`config.mk`:
```
export PLATFORM = sky130hd
export DESIGN_NAME = task_slot_scheduler
export DESIGN_NICKNAME = d
export VERILOG_FILES = /design/src/design/tss_pkg.sv /design/src/design/task_slot_scheduler.sv
export SDC_FILE = /design/constraint.sdc
export NUM_CORES = 1
export LEC_CHECK = 0
export ABC_CLOCK_PERIOD_IN_PS = 3700
export BUFFER_PORTS_ARGS = -buffer_cell sky130_fd_sc_hd__buf_2
export CAP_MARGIN = 5
export CORE_MARGIN = 4
export CORE_UTILIZATION = 56
export CTS_CLUSTER_DIAMETER = 100
export CTS_CLUSTER_SIZE = 20
export DETAILED_ROUTE_END_ITERATION = 7
export PLACE_DENSITY = 0.79
export SYNTH_ARGS = -nofsm -noshare
export SYNTH_HDL_FRONTEND = slang
export SYNTH_SLANG_ARGS = --single-unit
```
`constraint.sdc`:
```
create_clock -name i_clk -period 3.7 [get_ports i_clk]
set_clock_uncertainty 0.15 [all_clocks]
set_input_delay 0.37 -clock i_clk [delete_from_list [all_inputs] [get_ports i_clk]]
set_output_delay 0.37 -clock i_clk [all_outputs]
set_load 0.005 [all_outputs]
```
`src/design/tss_pkg.sv`:
```
// Shared types and constants for the task slot scheduler.
package tss_pkg;

    localparam int TASK_SLOTS  = 16;
    localparam int SLOT_W      = $clog2(TASK_SLOTS);
    localparam int CNT_W       = SLOT_W + 1;
    localparam int PRIO_W      = 8;
    localparam int IN_TDATA_W  = 16;
    localparam int OUT_TDATA_W = 8;

    localparam logic [1:0] MODE_RR      = 2'd0;
    localparam logic [1:0] MODE_PRIO    = 2'd1;
    localparam logic [1:0] MODE_RR_PRIO = 2'd2;

    localparam logic CFG_MODE  = 1'b0;
    localparam logic CFG_COUNT = 1'b1;

    localparam logic KIND_UPDATE = 1'b0;
    localparam logic KIND_SCHED  = 1'b1;

    typedef struct packed {
        logic              ready;
        logic              idle;
        logic [PRIO_W-1:0] prio;
    } t_entry;

    typedef enum logic [3:0] {
        S_IDLE  = 4'b0001,
        S_MOD   = 4'b0010,
        S_SWEEP = 4'b0100,
        S_DONE  = 4'b1000
    } t_state;

endpackage

```
`src/design/task_slot_scheduler.sv`:
```
// Task slot scheduler: one table memory walked slot by slot for each decision.
// Update transfer: written straight to the table, no result; the next transfer can follow at once.
// Schedule transfer: an accept step, start reduction (extra subtract steps only when the
// slot after the running one lies at or beyond the slot count), a sweep over the slots in
// use and a decision step, held while the previous result waits.
// Synchronous active-low reset: round robin mode, one slot, running slot 0, valid bits clear.
module task_slot_scheduler (
    input  logic                                i_clk,
    input  logic                                i_rst_n,
    // fields from bit 0: slot[3:0], ready_req[4], is_idle[5], priority_req[13:6]
    input  logic [tss_pkg::IN_TDATA_W-1:0]      s_axis_tdata,
    // fields: kind[0]
    input  logic                                s_axis_tuser,
    input  logic                                s_axis_tvalid,
    output logic                                s_axis_tready,
    // fields from bit 0: chosen_slot[3:0]
    output logic [tss_pkg::OUT_TDATA_W-1:0]     m_axis_tdata,
    output logic                                m_axis_tvalid,
    input  logic                                m_axis_tready,
    input  logic                                i_cfg_wr_en,
    input  logic                                i_cfg_index,
    input  logic [tss_pkg::CNT_W-1:0]           i_cfg_wdata
);
    import tss_pkg::*;

    t_state             r_state;
    logic [1:0]         r_mode;
    logic [CNT_W-1:0]   r_task_count;
    logic [SLOT_W-1:0]  r_run;

    t_entry             r_mem [TASK_SLOTS];
    logic [TASK_SLOTS-1:0] r_vld;
    t_entry             r_rd_data;
    logic               r_rd_hit;
    logic               r_rd_en;
    logic [SLOT_W-1:0]  r_rd_idx;
    logic [CNT_W-1:0]   r_addr;
    logic [CNT_W-1:0]   r_start;

    // first eligible slot at or after start (a) and anywhere (b)
    logic               r_ea_v, r_eb_v;
    logic [SLOT_W-1:0]  r_ea_i, r_eb_i;
    logic [PRIO_W-1:0]  r_ea_p, r_eb_p;
    // highest ready priority over slots 1.., split at start
    logic               r_ma_v, r_mb_v;
    logic [SLOT_W-1:0]  r_ma_i, r_mb_i;
    logic [PRIO_W-1:0]  r_ma_p, r_mb_p;

    logic               r_out_valid;
    logic [SLOT_W-1:0]  r_out_slot;

    logic [CNT_W-1:0]   w_n;
    logic               w_in_xfer;
    t_entry             w_wr_ent;
    t_entry             w_ent;
    logic               w_elig;
    logic               w_after;
    logic [CNT_W-1:0]   w_run_ext;
    logic [CNT_W-1:0]   w_start0;
    logic               w_load;
    logic [SLOT_W-1:0]  w_pick;
    logic               w_p_v, w_m_v, w_m_sel_a, w_rp_sel_a;
    logic [SLOT_W-1:0]  w_p_i, w_m_i;
    logic [PRIO_W-1:0]  w_p_p, w_m_p;

    // slots in use: 0 acts as 1, saturate at table size
    always_comb begin
        if (r_task_count == '0) begin
            w_n = CNT_W'(1);
        end else if (r_task_count > CNT_W'(TASK_SLOTS)) begin
            w_n = CNT_W'(TASK_SLOTS);
        end else begin
            w_n = r_task_count;
        end
    end

    assign s_axis_tready = (r_state == S_IDLE);
    assign w_in_xfer     = s_axis_tvalid && s_axis_tready;
    assign w_wr_ent      = '{ready: s_axis_tdata[4], idle: s_axis_tdata[5],
                             prio: s_axis_tdata[13:6]};

    assign w_run_ext = {1'b0, r_run};
    assign w_start0  = (r_mode == MODE_PRIO) ? ((w_run_ext < w_n) ? w_run_ext : '0)
                                             : w_run_ext + CNT_W'(1);

    // table memory, one write and one registered read per cycle
    always_ff @(posedge i_clk) begin
        if (w_in_xfer && s_axis_tuser == KIND_UPDATE) begin
            r_mem[s_axis_tdata[SLOT_W-1:0]] <= w_wr_ent;
        end
        r_rd_data <= r_mem[r_addr[SLOT_W-1:0]];
        r_rd_hit  <= r_vld[r_addr[SLOT_W-1:0]];
        r_rd_idx  <= r_addr[SLOT_W-1:0];
    end

    // never-written slots read as cleared
    assign w_ent   = r_rd_hit ? r_rd_data : '0;
    assign w_elig  = (r_mode == MODE_PRIO) ? w_ent.ready : (w_ent.ready && !w_ent.idle);
    assign w_after = {1'b0, r_rd_idx} >= r_start;

    // decision from the sweep summary
    always_comb begin
        w_p_v      = r_ea_v || r_eb_v;
        w_p_i      = r_ea_v ? r_ea_i : r_eb_i;
        w_p_p      = r_ea_v ? r_ea_p : r_eb_p;
        // lower slots win ties for priority mode; group b holds the lower slots
        w_m_sel_a  = r_ma_v && (!r_mb_v || r_ma_p > r_mb_p);
        w_m_v      = r_ma_v || r_mb_v;
        w_m_i      = w_m_sel_a ? r_ma_i : r_mb_i;
        w_m_p      = w_m_sel_a ? r_ma_p : r_mb_p;
        // round robin order visits group a first
        w_rp_sel_a = r_ma_v && (!r_mb_v || r_ma_p >= r_mb_p);
        case (r_mode)
            MODE_PRIO: begin
                if (!w_p_v) begin
                    w_pick = '0;
                end else if (w_m_v && w_m_p > w_p_p) begin
                    w_pick = w_m_i;
                end else begin
                    w_pick = w_p_i;
                end
            end
            MODE_RR_PRIO: begin
                if (!w_m_v) begin
                    w_pick = '0;
                end else begin
                    w_pick = w_rp_sel_a ? r_ma_i : r_mb_i;
                end
            end
            default: begin
                w_pick = r_ea_v ? r_ea_i : (r_eb_v ? r_eb_i : '0);
            end
        endcase
    end

    assign w_load = (r_state == S_DONE) && (!r_out_valid || m_axis_tready);

    always_ff @(posedge i_clk) begin
        if (!i_rst_n) begin
            r_state      <= S_IDLE;
            r_mode       <= MODE_RR;
            r_task_count <= CNT_W'(1);
            r_run        <= '0;
            r_vld        <= '0;
            r_rd_en      <= 1'b0;
            r_out_valid  <= 1'b0;
        end else begin
            if (i_cfg_wr_en) begin
                case (i_cfg_index)
                    CFG_MODE:  r_mode       <= i_cfg_wdata[1:0];
                    CFG_COUNT: r_task_count <= i_cfg_wdata;
                    default:   r_mode       <= r_mode;
                endcase
            end

            if (w_load) begin
                r_out_valid <= 1'b1;
            end else if (m_axis_tready) begin
                r_out_valid <= 1'b0;
            end

            case (r_state)
                S_IDLE: begin
                    r_rd_en <= 1'b0;
                    if (w_in_xfer) begin
                        if (s_axis_tuser == KIND_UPDATE) begin
                            r_vld[s_axis_tdata[SLOT_W-1:0]] <= 1'b1;
                        end else begin
                            r_start <= w_start0;
                            r_addr  <= '0;
                            r_state <= S_MOD;
                        end
                    end
                end
                S_MOD: begin
                    // start position modulo slot count, one subtract a cycle
                    if (r_start >= w_n) begin
                        r_start <= r_start - w_n;
                    end else begin
                        r_state <= S_SWEEP;
                    end
                end
                S_SWEEP: begin
                    if (r_addr == w_n) begin
                        r_rd_en <= 1'b0;
                        r_state <= S_DONE;
                    end else begin
                        r_rd_en <= 1'b1;
                        r_addr  <= r_addr + CNT_W'(1);
                    end
                end
                S_DONE: begin
                    if (w_load) begin
                        r_out_slot  <= w_pick;
                        r_run       <= w_pick;
                        r_state     <= S_IDLE;
                    end
                end
                default: begin
                    r_state <= S_IDLE;
                end
            endcase
        end
    end

    // sweep summary, cleared on a schedule transfer, updated as each slot's read data returns
    always_ff @(posedge i_clk) begin
        if (w_in_xfer && s_axis_tuser == KIND_SCHED) begin
            r_ea_v <= 1'b0;
            r_eb_v <= 1'b0;
            r_ma_v <= 1'b0;
            r_mb_v <= 1'b0;
        end else if (r_rd_en) begin
            if (w_elig) begin
                if (w_after && !r_ea_v) begin
                    r_ea_v <= 1'b1;
                    r_ea_i <= r_rd_idx;
                    r_ea_p <= w_ent.prio;
                end
                if (!r_eb_v) begin
                    r_eb_v <= 1'b1;
                    r_eb_i <= r_rd_idx;
                    r_eb_p <= w_ent.prio;
                end
            end
            if (w_ent.ready && r_rd_idx != '0) begin
                if (w_after) begin
                    if (!r_ma_v || w_ent.prio > r_ma_p) begin
                        r_ma_v <= 1'b1;
                        r_ma_i <= r_rd_idx;
                        r_ma_p <= w_ent.prio;
                    end
                end else if (!r_mb_v || w_ent.prio > r_mb_p) begin
                    r_mb_v <= 1'b1;
                    r_mb_i <= r_rd_idx;
                    r_mb_p <= w_ent.prio;
                end
            end
        end
    end

    assign m_axis_tvalid = r_out_valid;
    assign m_axis_tdata  = {{(OUT_TDATA_W-SLOT_W){1'b0}}, r_out_slot};

`ifndef SYNTH
    a_no_read_when_idle: assert property (@(posedge i_clk) disable iff (!i_rst_n)
        s_axis_tready |-> !r_rd_en)
        else $error("read in flight while accepting transfers");

    a_start_in_range: assert property (@(posedge i_clk) disable iff (!i_rst_n)
        (r_state == S_SWEEP) |-> (r_start < w_n))
        else $error("sweep start not reduced below slot count");

    a_pick_in_range: assert property (@(posedge i_clk) disable iff (!i_rst_n)
        w_load |-> ({1'b0, w_pick} < w_n))
        else $error("chosen slot beyond slots in use");

    a_result_follows_load: assert property (@(posedge i_clk) disable iff (!i_rst_n)
        w_load |=> (m_axis_tvalid && r_run == r_out_slot))
        else $error("result and running slot disagree");
`endif

endmodule

```
==> summary.txt, run 1 <==
Yosys
  – Top-count cell post-synth: edfxtp_1
  – Synth Register Bits: 274
  – Top cell type by total area after synthesis: edfxtp_1
  – Share of the yosys chip area belonging to registers: 65.5%
  – Synth unique cells: 55
  – Syn Std Cell Area: 11800 um2
  – Synth top cells by count: 222 x edfxtp_1, 61 x nand2_1, 55 x mux4_2
  – Synth top area cells: edfxtp_1 57%, mux4_2 11%, dfxtp_1 8.9%
  – Top_reg_cell synth: edfxtp_1
  – Post-synth EDFFs: 222
  – Gate Count Post-Synth: 761
  – Share of flip-flops with an asynchronous set or reset: 0%
  – YS warnings: 0
  – Mean post-synth cell area: 15.5 um2
  – Yosys top cell area share: 56.7%

Clock tree
  – Num CTS Buffers: 17
  – TritonCTS clock tree: yes
  – Clock Tree Buf Depth: 3
  – Clock Sinks: 274
  – Root buf cell: clkbuf_16
  – Clock slew seen by the registers of the worst setup and hold paths: 0.09 ns
  – Later-pin clock latency in the skew report: 0.49 ns
  – H-tree levels: 1

Floorplanning
  – Initial Util: 57.6%
  – Std cell rows: 52
  – Die Wd: 153 um
  – Die ar.: 23400 um2
  – Core Region: 20400 um2
  – Die height: 153 um
  – I/O pin total: 38

GRT
  – Total track usage: 20.5%
  – Global route overflow: 0
  – Largest net degree at the start of global routing: 48
  – Initial antenna violation count: 0
  – Number of global-route vias before repair: 7139
  – First-pass GRT wire length: 38500 um

Route
  – Vias: 6778
  – DRT iter0 DRCs: 601
  – Vias/cell: 6.06
  – Final WL: 24300 um
  – Routed wire per std cell: 21.8 um
  – Post-route ant nets: 0
  – Residual DRC: 0
  – TritonRoute pass-1 iters: 5

Pwr
  – Clock group share of total power: 32.9%
  – Switch Pwr: 1.15 mW
  – VDD IR max: 0.000375 V
  – Flop pwr share: 61.2%
  – Pwr Density: 421 nW/um2
  – Switching power share of the total: 20.8%
  – Internal power: 4.39 mW
  – Total power: 5.54 mW
  – Leak: 4.65 nW
  – Gate power share: 5.9%

Worst hold path
  – Worst hold path type: in2reg

Finish
  – Final core utilization: 64.3%
  – NumNets Final: 914
  – Layout cell share with drive strength beyond 1: 22.3%
  – Diodes inserted: 0
  – Synth-to-layout area growth: 11.8%

STA
  – RSZ-0062 raised after global routing: yes
  – Pins Over Slew Limit: 0
  – Tightest Pin Transition: 0.834 ns
  – Max-slew headroom: 44.3%
  – Period utilization: 101%
  – Fin. Hold Viols: 0
  – WHS: 0.0508 ns
  – Min Tclk post-route: 3.75 ns
  – Finish-stage setup viols: 5
  – Final WS setup: -0.0479 ns
  – Fmax: 0.267 GHz

Place
  – Setup WS pre-CTS: -0.139 ns
  – PortBufs: 31
  – RD Place Congestion: 0.837
  – Dpl hpwl: 16400 um

Flow run
  – MaxCap Viol Count: 0

Critical path
  – Arrival time worst endpoint: 3.95 ns
  – Crit. End Element: flip-flop
  – Reg2reg setup slack: -0.05 ns
  – Setup CP Type: reg2reg
  – Setup crit start kind: flip-flop
  – Required @ worst endpoint: 3.91 ns
  – Crit path max fanout: 7

Outcome
  – Failing checks: setup timing
  – Status: finished, violations left
layout make-up:
type	count	area [um2]
Sequential cell	274	7710
Clock buffer	28	467
Clock inverter	2	17.5
Timing Repair Buffer	81	557
Tap cell	270	338
Fill cell	1453	7290
Multi-Input combinational cell	428	3920
Inverter	35	131
power groups by stage:
stage	clock network [mW]	registers, mW	logic (mW)
finish	1.82	3.39	0.325
CTS	1.87	3.39	0.326
floorplan	0	3.45	0.215
global route	2.00	3.39	0.357
global placement	0	3.46	0.304
detailed placement	0	3.46	0.320
layer usage:
metal / routed length (um) / vias to the layer above / global-route usage, %
li1: - / 3069 / -
met1: 9360 / 3450 / 26.3
met2: 13200 / 222 / 37.9
met3: 1340 / 37 / 2.77
met4: 451 / 0 / 3.82
met5: 0 / - / 0
logic make-up after synthesis:
kind of cell / after synthesis / share of synthesized area [%]
compound gates: 111 / 6.31
xor+xnor: 10 / 0.745
fa+ha+maj: 49 / 5.28
buf+inv: 63 / 2.21
flops: 274 / 65.5
mux: 73 / 12.1
other cells: 1 / 0.0319
simple gates: 180 / 7.76
placed cells by master (no fill, tap or decap), types with 6 or more instances in the layout:
master     Yosys  layout
edfxtp_1     222     222
nor2b_1       14      14
ha_1          48      46
mux4_2        55      55
dfxtp_1       52      52
nor2_1        34      34
a21oi_1       13      11
nand2b_1       6       6
inv_1         35      31
o21a_1        22      22
nand3_1       27      26
mux2i_1       13      12
o22ai_1        7       7
xnor2_1        6       6
buf_4          5      44
clkbuf_1      17      11
o21ai_0       24      21
clkbuf_16      0      17
a21boi_0      10      10
a21o_1        10      10
nand2_1       61      60
and2_1         9       9
buf_2          4      31
final timing paths:
| check | startpoint | to | cells past startpoint |
|---|---|---|---|
| setup / recovery | r_mb_p[5] | r_run[1] | 20 |
| hold / removal | i_cfg_wdata[4] | r_task_count[4] | 3 |
| setup reg to reg | r_mb_p[5] | r_run[1] | 20 |
| hold reg to reg | r_rd_en | r_rd_en | 2 |
registers in the layout, indices dropped and copies added (netlist names), 5 cells and up:
name,count
r_addr,5
r_ea_p,8
r_eb_p,8
r_ma_p,8
r_mb_p,8
r_mem,160
r_rd_data,10
r_start,5
r_task_count,5
r_vld,16
worst max-delay path: stages (launching register included):
cell	delay (ns)
edfxtp_1	0.39
inv_2	0.11
ha_4	0.22
a211oi_2	0.24
nor2_1	0.09
nor3b_2	0.19
buf_4	0.16
a21oi_4	0.09
buf_4	0.18
nand2_1	0.06
o21ai_0	0.09
ha_1	0.33
nand4_1	0.16
a21oi_2	0.16
o31ai_1	0.09
buf_4	0.16
buf_4	0.13
a31o_2	0.19
a211oi_2	0.20
buf_4	0.15
o22ai_1	0.06
stage by stage:
| stage | cells | instance area (um2) | setup TNS (ns) |
|---|---|---|---|
| 3_3_place_gp | 1078 | 12500 | -0.594 |
| 6_report | 1118 | 13100 | -0.202 |
| 2_1_floorplan | 764 | 11800 | 0 |
| 5_1_grt | 1118 | 13100 | -1.32 |
| 4_1_cts | 1112 | 13000 | 0 |
| 3_5_place_dp | 1078 | 12500 | -0.853 |
timing repair:
item                                   CTS  global route
setup buffers                            0             5
hold buffers                             4             0
endpoints found under the hold margin    5             0
pin swaps                                1            10
setup endpoints to repair                8             8
cloned                                   0             1
resized for setup                        7            22
(Power assumes the default switching activity.)
==> inputs of run 2 (changes only) <==
--- a/config.mk
+++ b/config.mk
@@ -5,15 +5,15 @@
 export SDC_FILE = /design/constraint.sdc
 export NUM_CORES = 1
 export LEC_CHECK = 0
-export ABC_CLOCK_PERIOD_IN_PS = 3700
+export ABC_CLOCK_PERIOD_IN_PS = 4600
 export BUFFER_PORTS_ARGS = -buffer_cell sky130_fd_sc_hd__buf_2
 export CAP_MARGIN = 5
 export CORE_MARGIN = 4
-export CORE_UTILIZATION = 56
+export CORE_UTILIZATION = 65
 export CTS_CLUSTER_DIAMETER = 100
 export CTS_CLUSTER_SIZE = 20
 export DETAILED_ROUTE_END_ITERATION = 7
-export PLACE_DENSITY = 0.79
+export PLACE_DENSITY = 0.86
 export SYNTH_ARGS = -nofsm -noshare
 export SYNTH_HDL_FRONTEND = slang
 export SYNTH_SLANG_ARGS = --single-unit
==> constraint.sdc (replaced) <==
create_clock -name i_clk -period 4.6 [get_ports i_clk]
set_clock_uncertainty 0.15 [all_clocks]
set_input_delay 0.46 -clock i_clk [delete_from_list [all_inputs] [get_ports i_clk]]
set_output_delay 0.46 -clock i_clk [all_outputs]
set_load 0.005 [all_outputs]
==> summary.txt, run 2 (synthesized netlist as in run 1, its figures left out) <==
Worst hold path
  – Worst hold path type: in2reg
  – Hold path endpoint: r_task_count[3]
  – Hold Crit Start: i_cfg_wdata[3]
  – WHS Path Cells: 3 (unchanged)

Clock tree
  – TritonCTS clock tree: yes
  – Root buf cell: clkbuf_16
  – Clock Sinks: 274 (unchanged)
  – Later-pin clock latency in the skew report: 0.49 ns (about the same)
  – Post-CTS Hold Fix Bufs: 0 (-4)
  – H-tree levels: 1 (unchanged)
  – Setup Fix Bufs, Post-CTS: 0 (unchanged)
  – Clock Tree Buf Depth: 3 (unchanged)
  – Clock slew seen by the registers of the worst setup and hold paths: 0.09 ns (about the same)
  – # resized after CTS: 0 (-7)
  – Num CTS Buffers: 17 (unchanged)

GRT
  – Number of global-route vias before repair: 7029 (-1.5%)
  – Global route overflow: 0 (unchanged)
  – Largest net degree at the start of global routing: 49 (+2.1%)
  – First-pass GRT wire length: 38400 um (-0.14%)
  – Initial antenna violation count: 0 (unchanged)
  – Total track usage: 24.8% (+4.3 points)

Flow run
  – MaxCap Viol Count: 0 (unchanged)

Pwr
  – Leak: 4.49 nW (-3.5%)
  – Switching power share of the total: 20.8% (+0.024 points)
  – Flop pwr share: 61.4% (+0.2 points)
  – Switch Pwr: 0.924 mW (-20%)
  – Gate power share: 5.6% (-0.3 points)
  – Internal power: 3.52 mW (-20%)
  – Clock group share of total power: 33.0% (about the same)
  – Total power: 4.44 mW (-20%)
  – VDD IR max: 0.000337 V (-10%)
  – Pwr Density: 349 nW/um2 (-17%)

Floorplanning
  – I/O pin total: 38 (unchanged)
  – Std cell rows: 48 (-7.7%)
  – Die Wd: 143 um (-6.8%)
  – Die height: 143 um (-6.8%)
  – Initial Util: 67.1% (+9.5 points)
  – Core Region: 17500 um2 (-14%)
  – Die ar.: 20300 um2 (-13%)

Route
  – Vias: 6658 (-1.8%)
  – Routed wire per std cell: 23.3 um (+7.0%)
  – Residual DRC: 0 (unchanged)
  – Final WL: 24300 um (about the same)
  – Post-route ant nets: 0 (unchanged)
  – DRT iter0 DRCs: 626 (+4.2%)
  – Vias/cell: 6.37 (+5.1%)
  – TritonRoute pass-1 iters: 7 (+2)

Finish
  – Non-Filler Cell Area, Final: 12700 um2 (-3.1%)
  – Fill count: 1046 (-28%)
  – Most frequent cells in the layout: 222 x edfxtp_1, 61 x nand2_1, 55 x mux4_2
  – NumNets Final: 886 (-3.1%)
  – Number of flip-flops in the largest register: 160 (unchanged)
  – Non-filler instance count after layout: 1045 (-6.5%)
  – Commonest non-fill, non-tap cell in the layout: edfxtp_1
  – Final core utilization: 72.6% (+8.3 points)
  – Synth-to-layout area growth: 8.29%
  – Layout cell share with drive strength beyond 1: 17.7% (-4.6 points)

STA
  – Period utilization: 86.5% (-15 points)
  – Min Tclk post-route: 3.98 ns (+0.230 ns)
  – Tightest Pin Transition: 1.26 ns (+0.426 ns)
  – Fin. Hold Viols: 0 (unchanged)
  – Finish-stage setup viols: 0 (-5)
  – Fmax: 0.251 GHz (-5.8%)
  – Pins Over Slew Limit: 0 (unchanged)
  – RSZ-0062 raised after global routing: no
  – Final WS setup: 0.622 ns (+0.670 ns)
  – Setup TNS: 0 ns (+0.202 ns)
  – WHS: 0.0865 ns (+0.0356 ns)
  – Max-slew headroom: 15.9% (-28 points)

Critical path
  – R2R Path Start: r_ma_p[1]
  – Reg2reg setup slack: 0.62 ns (+0.67 ns)
  – Reg2reg path depth: 16 (-20%)
  – Required @ worst endpoint: 4.69 ns (+0.78 ns)
  – Arrival time worst endpoint: 4.06 ns (+0.11 ns)
  – Setup crit start kind: flip-flop
  – Setup CP Type: reg2reg
  – Crit path max fanout: 12 (+5)
  – Reg-to-Reg End: r_out_slot[0]
  – Crit. End Element: flip-flop

Place
  – Placed Area: 12300 um2 (-1.6%)
  – RD Place Congestion: 0.893 (+6.7%)
  – Placed cell count: 1015 (-5.8%)
  – Setup WS pre-CTS: 0.692 ns (+0.830 ns)
  – Dpl hpwl: 15700 um (-4.1%)
  – PortBufs: 31 (unchanged)

Outcome
  – Status: completed
## run 2: layout make-up
class	count	area, um2	share of cell area, %
repair buffers	54	328	2.57
clock buffers	27	463	3.64
diodes	1	2.50	0.0197
clock inverters	2	17.5	0.138
inverters	35	131	1.03
well taps	225	282	2.21
flip-flops and latches	274	7710	60.5
multi-input cells	427	3800	29.9
## run 2: worst max path at each step
stage               startpoint       endpoint  slack [ns]  cells past startpoint
detailed placement   r_ma_p[3]  r_out_slot[1]        0.69                     15
CTS                  r_ma_p[1]  r_out_slot[1]        0.68                     16
floorplan            r_ma_p[5]  r_out_slot[0]        0.92                     15
global route         r_ma_p[1]  r_out_slot[0]        0.30                     16
finish               r_ma_p[1]  r_out_slot[0]        0.62                     16
global placement     r_ma_p[5]  r_out_slot[1]        0.88                     16
## run 2: power by group through the flow
stage               clock network (mW)  logic, mW  registers [mW]
CTS                               1.49      0.249            2.73
detailed placement                   0      0.246            2.78
global route                      1.59      0.272            2.73
global placement                     0      0.231            2.78
finish                            1.46      0.249            2.73
floorplan                            0      0.173            2.77
## run 2: worst max-delay path: stages (launching register included)
cell and delay (ns):
edfxtp_1 0.43, ha_1 0.32, nand2b_1 0.07, a21oi_1 0.19
o21ai_0 0.13, a21oi_2 0.32, buf_4 0.25, nand2_1 0.06
o21ai_0 0.10, ha_1 0.29, a211oi_1 0.23, nor2_1 0.09
o31ai_1 0.25, buf_4 0.18, nor3_1 0.08, a211oi_1 0.47
nor2b_1 0.09
## run 2: per-layer routing
layer	routed length, um	up-vias	part of all wire, %	track usage [%]
li1	-	3009	-	-
met1	9120	3354	37	30.9
met2	13300	240	55	45.3
met3	1260	55	5.2	3.56
met4	685	0	2.8	7.40
met5	0	-	0	0
==> inputs of run 3 (changes only) <==
--- a/config.mk
+++ b/config.mk
@@ -8,12 +8,13 @@
 export ABC_CLOCK_PERIOD_IN_PS = 4600
 export BUFFER_PORTS_ARGS = -buffer_cell sky130_fd_sc_hd__buf_2
 export CAP_MARGIN = 5
+export CORE_ASPECT_RATIO = 2
 export CORE_MARGIN = 4
 export CORE_UTILIZATION = 65
 export CTS_CLUSTER_DIAMETER = 100
 export CTS_CLUSTER_SIZE = 20
 export DETAILED_ROUTE_END_ITERATION = 7
-export PLACE_DENSITY = 0.86
+export PLACE_DENSITY = 0.83
 export SYNTH_ARGS = -nofsm -noshare
 export SYNTH_HDL_FRONTEND = slang
 export SYNTH_SLANG_ARGS = --single-unit
==> summary.txt, run 3 (synthesized netlist as in run 1, its figures left out) <==
GRT
  – Initial antenna violation count: 0 (unchanged)
  – Number of global-route vias before repair: 6949 (-1.1%)
  – Total track usage: 25.3% (+0.47 points)
  – Largest net degree at the start of global routing: 48 (-2.0%)
  – First-pass GRT wire length: 38400 um (+0.13%)
  – Global route overflow: 0 (unchanged)

Critical path
  – Crit path max fanout: 11 (-1)
  – Crit. End Element: flip-flop
  – Required @ worst endpoint: 4.68 ns (about the same)
  – Setup crit start kind: flip-flop
  – Reg2reg setup slack: 0.59 ns (-0.03 ns)
  – R2R Path Start: r_ma_p[5]
  – Setup CP Type: reg2reg
  – Arrival time worst endpoint: 4.09 ns (+0.03 ns)
  – Worst setup startpoint: r_ma_p[5]

Route
  – Final WL: 24500 um (+0.62%)
  – Residual DRC: 1 (+1)
  – Vias: 6633 (-0.38%)
  – M1 WL: 8050 um (-12%)
  – Top layer in use: met4
  – Vias/cell: 6.41 (+0.59%)
  – Routed wl met2: 14400 um (+8.1%)
  – Routed wire per std cell: 23.7 um (+1.6%)
  – Post-route ant nets: 0 (unchanged)
  – DRT iter0 DRCs: 344 (-45%)
  – Met3 wire length: 1030 um (-18%)
  – TritonRoute pass-1 iters: 7 (unchanged)

Finish
  – Register area: 7710 um2 (unchanged)
  – Number of flip-flops in the largest register: 160 (unchanged)
  – NumNets Final: 889 (+0.34%)
  – Most frequent cells in the layout: 222 x edfxtp_1, 61 x nand2_1, 55 x mux4_2
  – Layout cell share with drive strength beyond 1: 17.9% (+0.18 points)
  – Commonest non-fill, non-tap cell in the layout: edfxtp_1
  – Area of the multi-input gates: 3800 um2 (unchanged)
  – Synth-to-layout area growth: 8.40% (about the same)
  – Diodes inserted: 0 (-1)
  – Fill count: 1126 (+7.6%)

Pwr
  – Switch Pwr: 0.902 mW (-2.3%)
  – Clock group share of total power: 32.6% (-0.4 points)
  – Internal power: 3.52 mW (about the same)
  – VDD IR max: 0.000447 V (+33%)
  – Switching power share of the total: 20.4% (-0.38 points)
  – Gate power share: 5.6% (about the same)
  – Flop pwr share: 61.8% (+0.4 points)
  – Leak: 4.51 nW (+0.39%)
  – Pwr Density: 347 nW/um2 (-0.59%)
  – Total power: 4.42 mW (-0.50%)

Floorplanning
  – Core Region: 17800 um2 (+1.4%)
  – Std cell rows: 69 (+44%)
  – Die height: 198 um (+39%)
  – Initial Util: 66.1% (-0.93 points)
  – I/O pin total: 38 (unchanged)
  – Die ar.: 20400 um2 (+0.64%)
  – Die Wd: 103 um (-28%)

STA
  – Setup TNS: 0 ns (unchanged)
  – RSZ-0062 raised after global routing: no
  – Fmax: 0.250 GHz (-0.72%)
  – Fin. Hold Viols: 0 (unchanged)
  – Tightest Pin Transition: 1.22 ns (-0.0445 ns)
  – Finish-stage setup viols: 0 (unchanged)
  – Min Tclk post-route: 4.01 ns (+0.0290 ns)
  – Max-slew headroom: 18.7% (+2.8 points)
  – Period utilization: 87.1% (+0.63 points)
  – Pins Over Slew Limit: 0 (unchanged)

Outcome
  – Status: finished, violations left
  – Failing checks: DRC

Clock tree
  – H-tree levels: 1 (unchanged)
  – Clock slew seen by the registers of the worst setup and hold paths: 0.09 ns (about the same)
  – TritonCTS clock tree: yes
  – Later-pin clock latency in the skew report: 0.49 ns (about the same)
  – # resized after CTS: 0 (unchanged)
  – Num CTS Buffers: 17 (unchanged)
  – Root buf cell: clkbuf_16
  – Clock Tree Buf Depth: 3 (unchanged)
  – Clock Sinks: 274 (unchanged)
  – Setup Fix Bufs, Post-CTS: 0 (unchanged)
  – Post-CTS Hold Fix Bufs: 0 (unchanged)

Place
  – RD Place Congestion: 0.883 (-1.1%)
  – Dpl hpwl: 16600 um (+6.1%)
  – PortBufs: 31 (unchanged)

Worst hold path
  – Worst hold path type: in2reg
  – Hold Crit Start: i_cfg_wdata[0]

Flow run
  – MaxCap Viol Count: 0 (unchanged)
-- run 3: changes by cell type in the layout (fill, tap and decap cells not counted), sizes merged --
cell,change
buf,+3
clkbuf,+1
diode,-1
inv,-1
-- run 3: path summary, 6_finish.rpt --
| kind | cells past startpoint | to |
|---|---|---|
| min reg2reg | 1 | r_vld[14] |
| max reg2reg | 16 | r_out_slot[1] |
| max | 16 | r_out_slot[1] |
| min | 3 | r_mode[0] |
-- run 3: area by class of cell --
cell class	instances	area share, %
flip-flops and latches	274	60.5
clock inverters	1	0.0687
inverters	35	1.03
well taps	213	2.09
multi-input cells	427	29.8
clock buffers	28	3.66
repair buffers	57	2.85
-- run 3: worst max-delay path, cell delays in order (launching register included) --
cell and delay [ns]:
edfxtp_1 0.42, ha_1 0.33, a211oi_1 0.28, nor2_1 0.09
nor3b_2 0.25, a21oi_2 0.09, buf_4 0.19, nand2_1 0.07
o21ai_0 0.08, ha_1 0.35, a21oi_1 0.27, a21oi_1 0.13
o31ai_1 0.21, buf_4 0.17, nor3_1 0.08, a211oi_1 0.48
nor2b_1 0.09
-- run 3: power by group through the flow --
stage	clock network, mW	registers [mW]	logic [mW]
2_1_floorplan	0	2.77	0.173
3_5_place_dp	0	2.79	0.244
5_1_grt	1.57	2.73	0.270
3_3_place_gp	0	2.78	0.233
6_report	1.44	2.73	0.245
4_1_cts	1.47	2.73	0.247
-- run 3: through the flow --
step | area [um2] | util (%) | setup slack, ns | instances | hold slack [ns]
finish | 12700 | 71.7 | 0.593 | 1035 | 0.0872
detailed placement | 12300 | 69.0 | 0.619 | 1006 | 0.302
global route | 12700 | 71.7 | 0.388 | 1035 | 0.0779
CTS | 12700 | 71.7 | 0.636 | 1035 | 0.0717
global placement | 12300 | 69.0 | 0.735 | 1006 | 0.291
floorplan | 11800 | - | 0.922 | 764 | 0.196
-- run 3: routing by layer --
layer / global-route usage (%) / up-vias
li1: - / 3018
met4: 9.99 / 0
met2: 48.1 / 213
met3: 2.89 / 71
met1: 27.7 / 3331
met5: 0 / -
